**config.mk**
```make
export PLATFORM = sky130hd
export DESIGN_NAME = day_number_to_calendar_date
export DESIGN_NICKNAME = d
export VERILOG_FILES = /design/src/hdl/dntcd_pkg.sv /design/src/hdl/day_number_to_calendar_date.sv
export SDC_FILE = /design/constraint.sdc
export NUM_CORES = 1
export LEC_CHECK = 0
export ABC_CLOCK_PERIOD_IN_PS = 16500
export BUFFER_PORTS_ARGS = -buffer_cell sky130_fd_sc_hd__buf_4
export CORE_MARGIN = 2
export CORE_UTILIZATION = 58
export DETAILED_ROUTE_END_ITERATION = 10
export PLACE_DENSITY = 0.78
export SLEW_MARGIN = 15
export SYNTH_ARGS = -nofsm -noshare
export SYNTH_HDL_FRONTEND = slang
export SYNTH_SLANG_ARGS = --single-unit
```
**constraint.sdc**
```tcl
create_clock -name clk -period 16.5 [get_ports clk]
set_input_delay 1.65 -clock clk [delete_from_list [all_inputs] [get_ports clk]]
set_output_delay 1.65 -clock clk [all_outputs]
set_load 0.02 [all_outputs]
```
**src/hdl/dntcd_pkg.sv**
```systemverilog
// types, constants and microcode table for the day number to calendar date block
package dntcd_pkg;

  localparam int unsigned YEAR_W   = 14;
  localparam int unsigned FRAC_W   = 32;
  localparam int unsigned REM_W    = 17;
  localparam int unsigned PC_W     = 5;
  localparam int unsigned OUT_W    = 56;
  localparam logic [REM_W-1:0] DAY_SECONDS = 17'd86400;
  localparam logic [YEAR_W-1:0] CYCLE_LAST = 14'd399;

  localparam logic [8:0] MONTH_END [12] = '{
    9'd31, 9'd59, 9'd90, 9'd120, 9'd151, 9'd181,
    9'd212, 9'd243, 9'd273, 9'd304, 9'd334, 9'd365
  };

  typedef enum logic [2:0] {
    OP_MUL,
    OP_YRED,
    OP_YEAR,
    OP_MONTH,
    OP_HDIV,
    OP_MDIV,
    OP_DONE
  } op_t;

  typedef struct packed {
    op_t              op;
    logic [REM_W-1:0] konst;
  } ucw_t;

  localparam logic [PC_W-1:0] PC_LAST = 5'd20;

  // program: time product, year mod 400, year walk, month walk, hour and minute digits
  function automatic ucw_t ucode(input logic [PC_W-1:0] pc);
    ucw_t w;
    w.op    = OP_DONE;
    w.konst = '0;
    unique case (pc)
      5'd0:  begin w.op = OP_MUL;   w.konst = 17'd0;     end
      5'd1:  begin w.op = OP_YRED;  w.konst = 17'd12800; end
      5'd2:  begin w.op = OP_YRED;  w.konst = 17'd6400;  end
      5'd3:  begin w.op = OP_YRED;  w.konst = 17'd3200;  end
      5'd4:  begin w.op = OP_YRED;  w.konst = 17'd1600;  end
      5'd5:  begin w.op = OP_YRED;  w.konst = 17'd800;   end
      5'd6:  begin w.op = OP_YRED;  w.konst = 17'd400;   end
      5'd7:  begin w.op = OP_YEAR;  w.konst = 17'd0;     end
      5'd8:  begin w.op = OP_MONTH; w.konst = 17'd0;     end
      5'd9:  begin w.op = OP_HDIV;  w.konst = 17'd57600; end
      5'd10: begin w.op = OP_HDIV;  w.konst = 17'd28800; end
      5'd11: begin w.op = OP_HDIV;  w.konst = 17'd14400; end
      5'd12: begin w.op = OP_HDIV;  w.konst = 17'd7200;  end
      5'd13: begin w.op = OP_HDIV;  w.konst = 17'd3600;  end
      5'd14: begin w.op = OP_MDIV;  w.konst = 17'd1920;  end
      5'd15: begin w.op = OP_MDIV;  w.konst = 17'd960;   end
      5'd16: begin w.op = OP_MDIV;  w.konst = 17'd480;   end
      5'd17: begin w.op = OP_MDIV;  w.konst = 17'd240;   end
      5'd18: begin w.op = OP_MDIV;  w.konst = 17'd120;   end
      5'd19: begin w.op = OP_MDIV;  w.konst = 17'd60;    end
      default: begin w.op = OP_DONE; w.konst = 17'd0;    end
    endcase
    return w;
  endfunction

  // leap from year mod 400
  function automatic logic is_leap(input logic [YEAR_W-1:0] r);
    return (r[1:0] == 2'd0) && (r != 14'd100) && (r != 14'd200) && (r != 14'd300);
  endfunction

  function automatic logic [4:0] month_len(input logic [3:0] m, input logic leap);
    logic [8:0] prev;
    logic [8:0] len;
    prev = (m == 4'd0) ? 9'd0 : MONTH_END[m - 4'd1];
    len  = MONTH_END[m] - prev + {8'd0, leap && (m == 4'd1)};
    return len[4:0];
  endfunction

endpackage

```
**src/hdl/day_number_to_calendar_date.sv**
```systemverilog
// day number to calendar date and time of day, microcoded sequencer
// run time grows with the years stepped and with the month index (0..11), as the year walk
// steps one year per cycle
// throughput: one item at a time; the next item is taken once the result is in the output
// register, so it overlaps a result still waiting downstream
// reset: rst synchronous active high clears the sequencer and output valid; no table clearing
module day_number_to_calendar_date #(
  parameter int unsigned DAY_COUNT_BITS = 15
) (
  input  logic clk,
  input  logic rst,
  input  logic s_tvalid,
  output logic s_tready,
  // start_year[13:0], day_count[DAY_COUNT_BITS-1:0], day_fraction[31:0], zero pad
  input  logic [((dntcd_pkg::YEAR_W + DAY_COUNT_BITS + dntcd_pkg::FRAC_W + 7) / 8) * 8 - 1:0]
               s_tdata,
  output logic m_tvalid,
  input  logic m_tready,
  // year[13:0], month[3:0], day[4:0], hour[4:0], minute[5:0], second[5:0], sub_second[15:0]
  output logic [dntcd_pkg::OUT_W-1:0] m_tdata
);

  localparam int unsigned DCB     = DAY_COUNT_BITS;
  localparam int unsigned YW      = dntcd_pkg::YEAR_W;
  localparam int unsigned FW      = dntcd_pkg::FRAC_W;
  localparam int unsigned RW      = dntcd_pkg::REM_W;
  localparam int unsigned PROD_W  = FW + RW;

  logic                        busy;
  logic [dntcd_pkg::PC_W-1:0]  pc;
  dntcd_pkg::ucw_t             uw;

  logic [YW-1:0]   yr;
  logic [YW-1:0]   r400;
  logic [DCB-1:0]  n;
  logic [3:0]      mon;
  logic [FW-1:0]   frac;
  logic [RW-1:0]   rem;
  logic [15:0]     sub;
  logic [4:0]      hour;
  logic [5:0]      minute;

  logic [DCB-1:0]  day_in;
  logic [PROD_W-1:0] prod;
  logic [RW-1:0]   sub_a;
  logic [RW-1:0]   diff;
  logic            ge;
  logic            leap;
  logic [8:0]      ylen;
  logic [4:0]      mlen;
  logic            year_go;
  logic            mon_go;
  logic            out_full;
  logic            stay;
  logic            done_fire;
  logic            accept;

  assign uw       = dntcd_pkg::ucode(pc);
  assign s_tready = !busy;
  assign accept   = s_tvalid && s_tready;
  assign day_in   = s_tdata[YW +: DCB];

  assign prod  = PROD_W'(frac) * PROD_W'(dntcd_pkg::DAY_SECONDS);

  // shared compare and subtract for year mod 400 and the hour and minute digits
  assign sub_a = (uw.op == dntcd_pkg::OP_YRED) ? RW'(r400) : rem;
  assign ge    = sub_a >= uw.konst;
  assign diff  = sub_a - uw.konst;

  assign leap    = dntcd_pkg::is_leap(r400);
  assign ylen    = leap ? 9'd366 : 9'd365;
  assign mlen    = dntcd_pkg::month_len(mon, leap);
  assign year_go = n > DCB'(ylen);
  assign mon_go  = (mon < 4'd11) && (n > DCB'(mlen));

  assign out_full  = m_tvalid && !m_tready;
  assign stay      = ((uw.op == dntcd_pkg::OP_YEAR) && year_go) ||
                     ((uw.op == dntcd_pkg::OP_MONTH) && mon_go) ||
                     ((uw.op == dntcd_pkg::OP_DONE) && out_full);
  assign done_fire = busy && (uw.op == dntcd_pkg::OP_DONE) && !out_full;

  always_ff @(posedge clk) begin
    if (rst) begin
      busy     <= 1'b0;
      pc       <= '0;
      m_tvalid <= 1'b0;
    end else begin
      if (accept) begin
        busy <= 1'b1;
        pc   <= '0;
      end else if (busy) begin
        if (done_fire) begin
          busy <= 1'b0;
        end else if (!stay) begin
          pc <= pc + 5'd1;
        end
      end
      if (done_fire) begin
        m_tvalid <= 1'b1;
      end else if (m_tready) begin
        m_tvalid <= 1'b0;
      end
    end
  end

  always_ff @(posedge clk) begin
    if (accept) begin
      yr   <= s_tdata[YW-1:0];
      r400 <= s_tdata[YW-1:0];
      n    <= (day_in == '0) ? DCB'(1) : day_in;
      frac <= s_tdata[YW + DCB +: FW];
      mon  <= 4'd0;
    end else if (busy) begin
      unique case (uw.op)
        dntcd_pkg::OP_MUL: begin
          rem <= prod[PROD_W-1:FW];
          sub <= prod[FW-1:FW-16];
        end
        dntcd_pkg::OP_YRED: begin
          if (ge) begin
            r400 <= diff[YW-1:0];
          end
        end
        dntcd_pkg::OP_YEAR: begin
          if (year_go) begin
            n    <= n - DCB'(ylen);
            yr   <= yr + 14'd1;
            r400 <= (r400 == dntcd_pkg::CYCLE_LAST) ? '0 : r400 + 14'd1;
          end
        end
        dntcd_pkg::OP_MONTH: begin
          if (mon_go) begin
            n   <= n - DCB'(mlen);
            mon <= mon + 4'd1;
          end
        end
        dntcd_pkg::OP_HDIV: begin
          hour <= {hour[3:0], ge};
          if (ge) begin
            rem <= diff;
          end
        end
        dntcd_pkg::OP_MDIV: begin
          minute <= {minute[4:0], ge};
          if (ge) begin
            rem <= diff;
          end
        end
        dntcd_pkg::OP_DONE: begin
        end
        default: begin
        end
      endcase
    end
  end

  always_ff @(posedge clk) begin
    if (done_fire) begin
      m_tdata <= {sub, rem[5:0], minute, hour, n[4:0], mon + 4'd1, yr};
    end
  end

  a_start: assert property (@(posedge clk) disable iff (rst)
    (s_tvalid && s_tready) |=> (busy && (pc == '0)))
    else $error("sequencer did not start at step zero");

  a_pc_range: assert property (@(posedge clk) disable iff (rst)
    busy |-> (pc <= dntcd_pkg::PC_LAST))
    else $error("step counter ran past the program");

  a_cycle_res: assert property (@(posedge clk) disable iff (rst)
    (busy && (uw.op == dntcd_pkg::OP_YEAR)) |-> (r400 <= dntcd_pkg::CYCLE_LAST))
    else $error("year residue out of range in year walk");

  a_month: assert property (@(posedge clk) disable iff (rst)
    m_tvalid |-> ((m_tdata[17:14] != 4'd0) && (m_tdata[17:14] <= 4'd12) &&
                  (m_tdata[22:18] != 5'd0)))
    else $error("month or day out of range");

endmodule
```
==> out/qor.yml, run 1 <==
clock-root-buffer: "clkbuf_16"
drv_slew: 0
tightest_slew_ns: 0.898
power_mw: 2.57
synth_common_cells: "inv_1 (300), ha_1 (176), edfxtp_1 (175)"
r2r_cells: 26
dp_cells: 1968
num_rows: 60
numCtsBuffers: 23
place_hpwl_um: 26000
synthTopCellsByArea: "edfxtp_1 (34%), ha_1 (14%), fa_1 (10%)"
maxSlewHeadroom_pct: 40.1
max_freq_ghz: 0.154
die_h_um: 168
vias_per_cell: 5.66
r2r_start: "mon[1]"
place_area_um2: 16900
setup-violations-final: 0
cts_max_path_buffers: 3
cp_max_fo: 12
initial_core_util_pct: 58.5
post-place-ws_ns: 10.09
portBuffers: 122
drt-pass1-iter-count: 6
rsz0062_at_grt: "false"
hold_violations: 0
fin_cells: 2009
clock_latency_ns: 0.51
outcome: "finished, final reports clean"
startpoint_type: "flop"
synth_ff_type: "edfxtp_1"
ys_seq_area_share_pct: 37.2
async_flop_share_pct: 0
drc: 0
clock-sinks: 203
period_share_pct: 39.3
reg2reg_slack_ns: 10.01
die_x_um: 168
htreeDepth: 1
synth_edf_count: 175
routedWlPerCell_um: 16.7
num_io_pins: 126
yosysTopAreaCell: "edfxtp_1"
syn_inst: 1541
vdd_ir_drop_max_mv: 0.0805
avgSynthCellArea_um2: 10.1
cts-hold-fix-buffers: 0
grt_max_degree: 79
syn_nets: 1867
die_area_um2: 28300
yosys_register_bits: 203
hp-start: "sub[14]"
first_global_vias: 11000
p_leak_nw: 8.10
fin_crit_ns: 6.49
totalWireLength_um: 33600
min_path_type: "reg2reg"
fin_tns_setup_ns: 0
cts_setup_buffers: 0
synth.most_common_cell: "inv_1"
synth_top_cell_area_share_pct: 33.6
ant_nets: 0
crit_path_start: "mon[1]"
yosysWarnings: 0
num_vias: 11400
grt_pass1_wl_um: 54800
grtUsageTotal_pct: 24.1
cts_tree: "done"
antenna_found_initial: 0
worstPathRequired_ns: 16.94
gp_congestion: 0.903
final_cell_area_um2: 17700
diodes: 0
ys_types: 89
ctsResizeCount: 0
fin_ws_ns: 10.01
syn-cell-area_um2: 15600
path_clk_slew_ns: 0.06
cp.arrival_ns: 6.93
core_um2: 26700
area_delta_synth_final_pct: 13.0
reg2reg_to: "uw[8]"
power.density_nw_per_um2: 145
nNetsFinal: 1978
crit_type: "reg2reg"
cp-end-kind: "flop"
drive_gt1_share_pct: 12.4
overflow: 0
drtIter0Drc: 946
skew_ns: 0.0116
maxCapViolCount: 0
endpoint: "uw[8]"
-- state kept, by name (all words and copies together), names as in the netlist --
signal,cells
m_tdata,56
hour,5
uw,17
frac,32
n,15
busy,1
minute,6
sub,16
mon,4
rem,17
m_tvalid,1
yr,14
pc,5
r400,14
-- how the worst min path moves through the flow --
stage	endpoint	slack, ns	cells after the start
CTS	m_tdata[54]	0.42	0
global route	m_tdata[50]	0.42	0
finish	m_tdata[54]	0.42	0
detailed placement	m_tdata[45]	0.40	0
floorplan	m_tdata[27]	0.40	0
global placement	m_tdata[46]	0.40	0
-- layout make-up --
class,instances,area [um2]
clock buffers,30,664
flip-flops and latches,203,5820
repair buffers,129,968
inverters,304,1150
fillers,2054,9050
multi-input cells,991,8520
well taps,341,427
clock inverters,11,130
-- placed cells by master (no fill, tap or decap), types with 46 or more instances in the layout --
master    instances
inv_1           299
ha_1            176
edfxtp_1        175
buf_4           129
nand2_1          92
fa_1             82
nor2_1           70
o21ai_0          70
a21oi_1          69
xnor2_1          46
-- where the power goes --
part           switching [mW]  total, mW  internal (mW)  leakage, nW
registers              0.0598      0.760          0.700         1.86
clock network           0.206      0.535          0.330        0.391
logic                   0.721       1.27          0.551         5.85
-- metrics by stage --
step	hold WS (ns)	utilization, %
2_1_floorplan	0.400	-
3_3_place_gp	0.400	63.1
3_5_place_dp	0.405	63.1
4_1_cts	0.422	66.1
5_1_grt	0.423	66.1
6_report	0.420	66.1
-- worst max-delay path, cell delays in order, from the launching register on --
cell and delay, ns:
dfxtp_1 0.55, inv_1 0.15, ha_1 0.49, xor2_1 0.36, o22a_1 0.21, nor3_1 0.05
a221o_1 0.29, ha_1 0.28, inv_1 0.04, ha_1 0.21, fa_1 0.40, a21o_1 0.17
a21oi_1 0.17, xnor2_1 0.15, xnor2_1 0.09, ha_1 0.37, mux2i_1 0.20, a21oi_1 0.07
o311a_4 0.48, nor3_4 0.23, xnor2_1 0.09, nand2b_1 0.23, inv_1 0.23, ha_1 0.25
inv_1 0.08, mux4_2 0.45, o21ai_1 0.14
-- per-layer routing --
layer	up-vias	track usage (%)	share of wire, %
met5	-	0	0
met4	0	7.83	3.2
met3	69	2.84	6.2
met2	385	39.2	47
met1	5427	33.9	44
li1	5498	-	-
-- cell families after synthesis --
kind of cell	share of synthesized area, %
flip-flops	37.2
buffers and inverters	8.42
AND/OR/NAND/NOR	10.7
multiplexers	1.87
XOR/XNOR	5.22
AO/OA/AOI/OAI	12.1
adder cells (fa/ha/maj)	24.6
Note: power is estimated with default switching activity, not from simulation.
==> run 2: changes to the inputs <==
ABC_CLOCK_PERIOD_IN_PS = 6500   (was 16500)
clock period = 6.5 ns   (was 16.5 ns; I/O delays follow)
==> out/qor.yml, run 2 (synthesis gave the netlist of run 1 again) <==
num_vias: 11400
diodes: 0
drt-pass1-iter-count: 8
largestRegisters: "m_tdata (56), frac (32)"
regMostFlops: "m_tdata"
rsz0062_at_grt: "false"
clock_latency_ns: 0.52
grt_max_degree: 78
min_delay_worst_endpoint: "m_tvalid"
maxSlewHeadroom_pct: 39.8
path_clk_slew_ns: 0.06
fin_tns_setup_ns: 0
cp-end-kind: "flop"
drv_slew: 0
whs_path_depth: 2
htreeDepth: 1
clock-root-buffer: "clkbuf_16"
drive_gt1_share_pct: 12.9
skew_ns: 0.00785
power_mw: 6.64
p_leak_nw: 8.14
reg2reg_slack_ns: 0.47
num_rows: 60
core_um2: 26700
hold_violations: 0
cts_max_path_buffers: 3
reg2reg_to: "uw[8]"
largest_register_ffs: 56
initial_core_util_pct: 58.5
numCtsBuffers: 24
drc: 0
final_common_cell: "inv_1"
r2r_start: "mon[0]"
fin_ws_ns: 0.466
place_hpwl_um: 27000
min_path_type: "in2reg"
outcome: "finished, final reports clean"
routedWlPerCell_um: 17.3
fin_crit_ns: 6.03
power.density_nw_per_um2: 374
crit_path_start: "mon[0]"
clock-sinks: 203
vias_per_cell: 5.64
first_global_vias: 11200
antenna_found_initial: 0
gp_congestion: 0.888
vdd_ir_drop_max_mv: 0.247
startpoint_type: "flop"
die_x_um: 168
portBuffers: 122
overflow: 0
grtUsageTotal_pct: 24.7
totalWireLength_um: 34800
cp.arrival_ns: 6.49
setup-violations-final: 0
die_area_um2: 28300
worstPathRequired_ns: 6.96
maxCapViolCount: 0
fin_cells: 2017
area_delta_synth_final_pct: 13.6
post-place-ws_ns: 0.415
cts_tree: "done"
tightest_slew_ns: 0.903
crit_type: "reg2reg"
ant_nets: 0
grt_pass1_wl_um: 56300
cts_setup_buffers: 0
nNetsFinal: 1984
final_cell_mix: "inv_1 (298), ha_1 (175), edfxtp_1 (175), buf_4 (134), nand2_1 (92)"
period_share_pct: 92.8
r2r_cells: 26
die_h_um: 168
drtIter0Drc: 1088
cp_max_fo: 10
hp-start: "rst"
dp_cells: 1973
num_io_pins: 126
max_freq_ghz: 0.166
-- run 2: how the worst max path moves through the flow --
stage | to | slack [ns] | depth (start not counted)
floorplan | uw[8] | 0.50 | 26
global placement | uw[8] | 0.54 | 26
detailed placement | uw[8] | 0.42 | 26
CTS | uw[8] | 0.40 | 26
global route | uw[12] | 0.01 | 28
finish | uw[8] | 0.47 | 26
-- run 2: metal layers --
layer	vias to the layer above	global-route usage (%)	routed length, um
met1	5405	35.0	15300
li1	5513	-	-
met5	-	0	0
met4	0	7.01	918
met3	68	3.41	2410
met2	387	40.2	16200
-- run 2: cell type report --
cell class	count	area [um2]
clock inverter	17	213
multi-input combinational	991	8520
tap	341	427
sequential	203	5820
inverter	304	1150
clock buffer	27	633
fill	2067	8960
timing repair buffer	134	1010
-- run 2: what timing repair did --
item	CTS	global route
hold buffers	0	0
setup endpoints to repair	0	4
resized for setup	0	3
-- run 2: stage by stage --
step                utilization [%]  area, um2  hold slack, ns
floorplan                         -      15600           0.400
global placement               63.3      16900           0.402
detailed placement             63.3      16900           0.408
CTS                            66.5      17800           0.287
global route                   66.5      17800           0.291
finish                         66.5      17800           0.305
-- run 2: critical path: stages, from the launching register on --
cell,delay (ns)
dfxtp_1,0.32
inv_1,0.09
ha_2,0.44
xor2_1,0.33
o22a_1,0.19
nor3_1,0.04
a221o_1,0.29
ha_1,0.27
inv_1,0.04
ha_1,0.21
fa_1,0.40
a21o_1,0.17
a21oi_1,0.16
xnor2_1,0.15
xnor2_1,0.09
ha_1,0.37
mux2i_1,0.22
a21oi_1,0.07
o311a_4,0.47
nor3_4,0.24
xnor2_1,0.08
nand2b_1,0.25
inv_2,0.17
ha_1,0.23
inv_1,0.09
mux4_2,0.45
o21ai_1,0.12
-- run 2: power by group --
part / leakage, nW / internal (mW) / switching (mW) / total [mW]
sequential: 1.86 / 1.78 / 0.154 / 1.93
clock: 0.411 / 0.896 / 0.537 / 1.43
combinational: 5.87 / 1.40 / 1.88 / 3.28
==> run 3: changes to the inputs <==
CORE_ASPECT_RATIO = 0.6   (was default)
==> out/qor.yml, run 3 (synthesis gave the netlist of run 1 again) <==
gp_congestion: 0.926
clock-root-buffer: "clkbuf_16"
intPower_mw: 3.82
cts-hold-fix-buffers: 0
dp_cells: 1991
reg2reg_to: "uw[8]"
die_area_um2: 28300
place_hpwl_um: 29300
r2r_start: "r400[8]"
die_x_um: 216
switchingPower_mw: 2.65
top_layer: "met4"
switching_share_pct: 41.0
fin_crit_ns: 6.23
period_share_pct: 95.9
fin_cells: 2027
power_frac_comb_pct: 52.3
grt_pass1_wl_um: 59600
vdd_ir_drop_max_mv: 0.216
regArea_um2: 5820
cp-end-kind: "flop"
path_clk_slew_ns: 0.07
maxSlewHeadroom_pct: 30.5
vias_per_cell: 5.76
met3_length_um: 3390
fin_tns_setup_ns: 0
drv_slew: 0
crit_slowest_cell: "edfxtp_1"
regMostFlops: "m_tdata"
final_cell_mix: "inv_1 (299), edfxtp_1 (175), ha_1 (173), buf_4 (133), nand2_1 (92)"
cp_max_fo: 8
rsz0062_at_grt: "false"
wirelength_met1_um: 17700
tightest_slew_ns: 1.04
num_rows: 46
fillCellCount: 2087
reg2reg_slack_ns: 0.27
drtIter0Drc: 1252
max_stage_delay_ns: 0.52
largestRegisters: "m_tdata (56), frac (32)"
crit_path_start: "r400[8]"
clkPwrFrac_pct: 17.7
max_freq_ghz: 0.160
skew_ns: 0.0156
startpoint_type: "flop"
num_vias: 11700
min_path_type: "in2reg"
core_um2: 26500
grt_max_degree: 78
outcome: "finished, final reports clean"
overflow: 0
setup-violations-final: 0
hold_violations: 0
nNetsFinal: 1980
numCtsBuffers: 21
ant_nets: 0
num_io_pins: 126
power.density_nw_per_um2: 368
clock_latency_ns: 0.52
htreeDepth: 1
initial_core_util_pct: 59.1
sequentialPowerShare_pct: 29.9
r2r_cells: 25
first_global_vias: 11300
area_delta_synth_final_pct: 12.5
clock-sinks: 203
drive_gt1_share_pct: 12.5
whs_path_depth: 1
cp.arrival_ns: 6.68
portBuffers: 122
die_h_um: 131
totalWireLength_um: 37000
crit_type: "reg2reg"
largest_register_ffs: 56
grtUsageTotal_pct: 26.5
met2_length_um: 15300
drc: 0
diodes: 0
routedWlPerCell_um: 18.3
p_leak_nw: 8.03
drt-pass1-iter-count: 5
maxCapViolCount: 0
worstPathRequired_ns: 6.94
cts_tree: "done"
cts_max_path_buffers: 3
endpoint: "uw[8]"
antenna_found_initial: 0
final_common_cell: "inv_1"
multiInputGateArea_um2: 8550
## run 3: final cells by class
type	count	share of cell area (%)
inverters	304	6.51
multi-input cells	991	48.6
repair buffers	133	5.68
clock buffers	25	3.07
clock inverters	11	0.519
flip-flops and latches	203	33.1
well taps	360	2.56
## run 3: how the worst min path moves through the flow
stage,to,startpoint
2_1_floorplan,m_tdata[27],hour[4]
3_3_place_gp,m_tdata[33],minute[5]
3_5_place_dp,m_tdata[41],sub[1]
4_1_cts,frac[1],s_tdata[30]
5_1_grt,frac[4],s_tdata[33]
6_report,frac[4],s_tdata[33]
## run 3: worst max-delay path: cells and delay by family, from the launching register on
family | cells | cell delay, ns
compound gates | 8 | 1.83
xor+xnor | 3 | 0.33
fa+ha+maj | 5 | 1.38
buf+inv | 3 | 0.27
flops | 1 | 0.52
mux | 2 | 0.69
simple gates | 4 | 1.12
## run 3: power groups by stage
stage | registers, mW | clock network (mW) | logic (mW)
2_1_floorplan | 1.88 | 0 | 2.55
3_3_place_gp | 1.95 | 0 | 3.20
3_5_place_dp | 1.96 | 0 | 3.30
4_1_cts | 1.93 | 1.16 | 3.34
5_1_grt | 1.95 | 1.21 | 3.80
6_report | 1.94 | 1.15 | 3.39
## run 3: per-stage QoR
step / utilization (%) / area (um2) / power [mW] / hold slack (ns) / setup slack, ns
floorplan: - / 15600 / 4.42 / 0.400 / 0.503
global placement: 63.9 / 16900 / 5.15 / 0.401 / 0.463
detailed placement: 63.9 / 16900 / 5.26 / 0.405 / 0.254
CTS: 66.3 / 17600 / 6.43 / 0.288 / 0.231
global route: 66.4 / 17600 / 6.96 / 0.287 / 0.00279
finish: 66.4 / 17600 / 6.47 / 0.299 / 0.265
## run 3: layer usage
layer / up-vias / global-route usage, %
li1: 5493 / -
met1: 5646 / 41.8
met2: 483 / 37.4
met3: 51 / 5.81
met4: 0 / 4.68
met5: - / 0
## run 3: repair_timing
action                                  in CTS  in global routing
resized for setup                            0                  7
endpoints found under the setup margin       0                 11
setup buffers                                0                  0
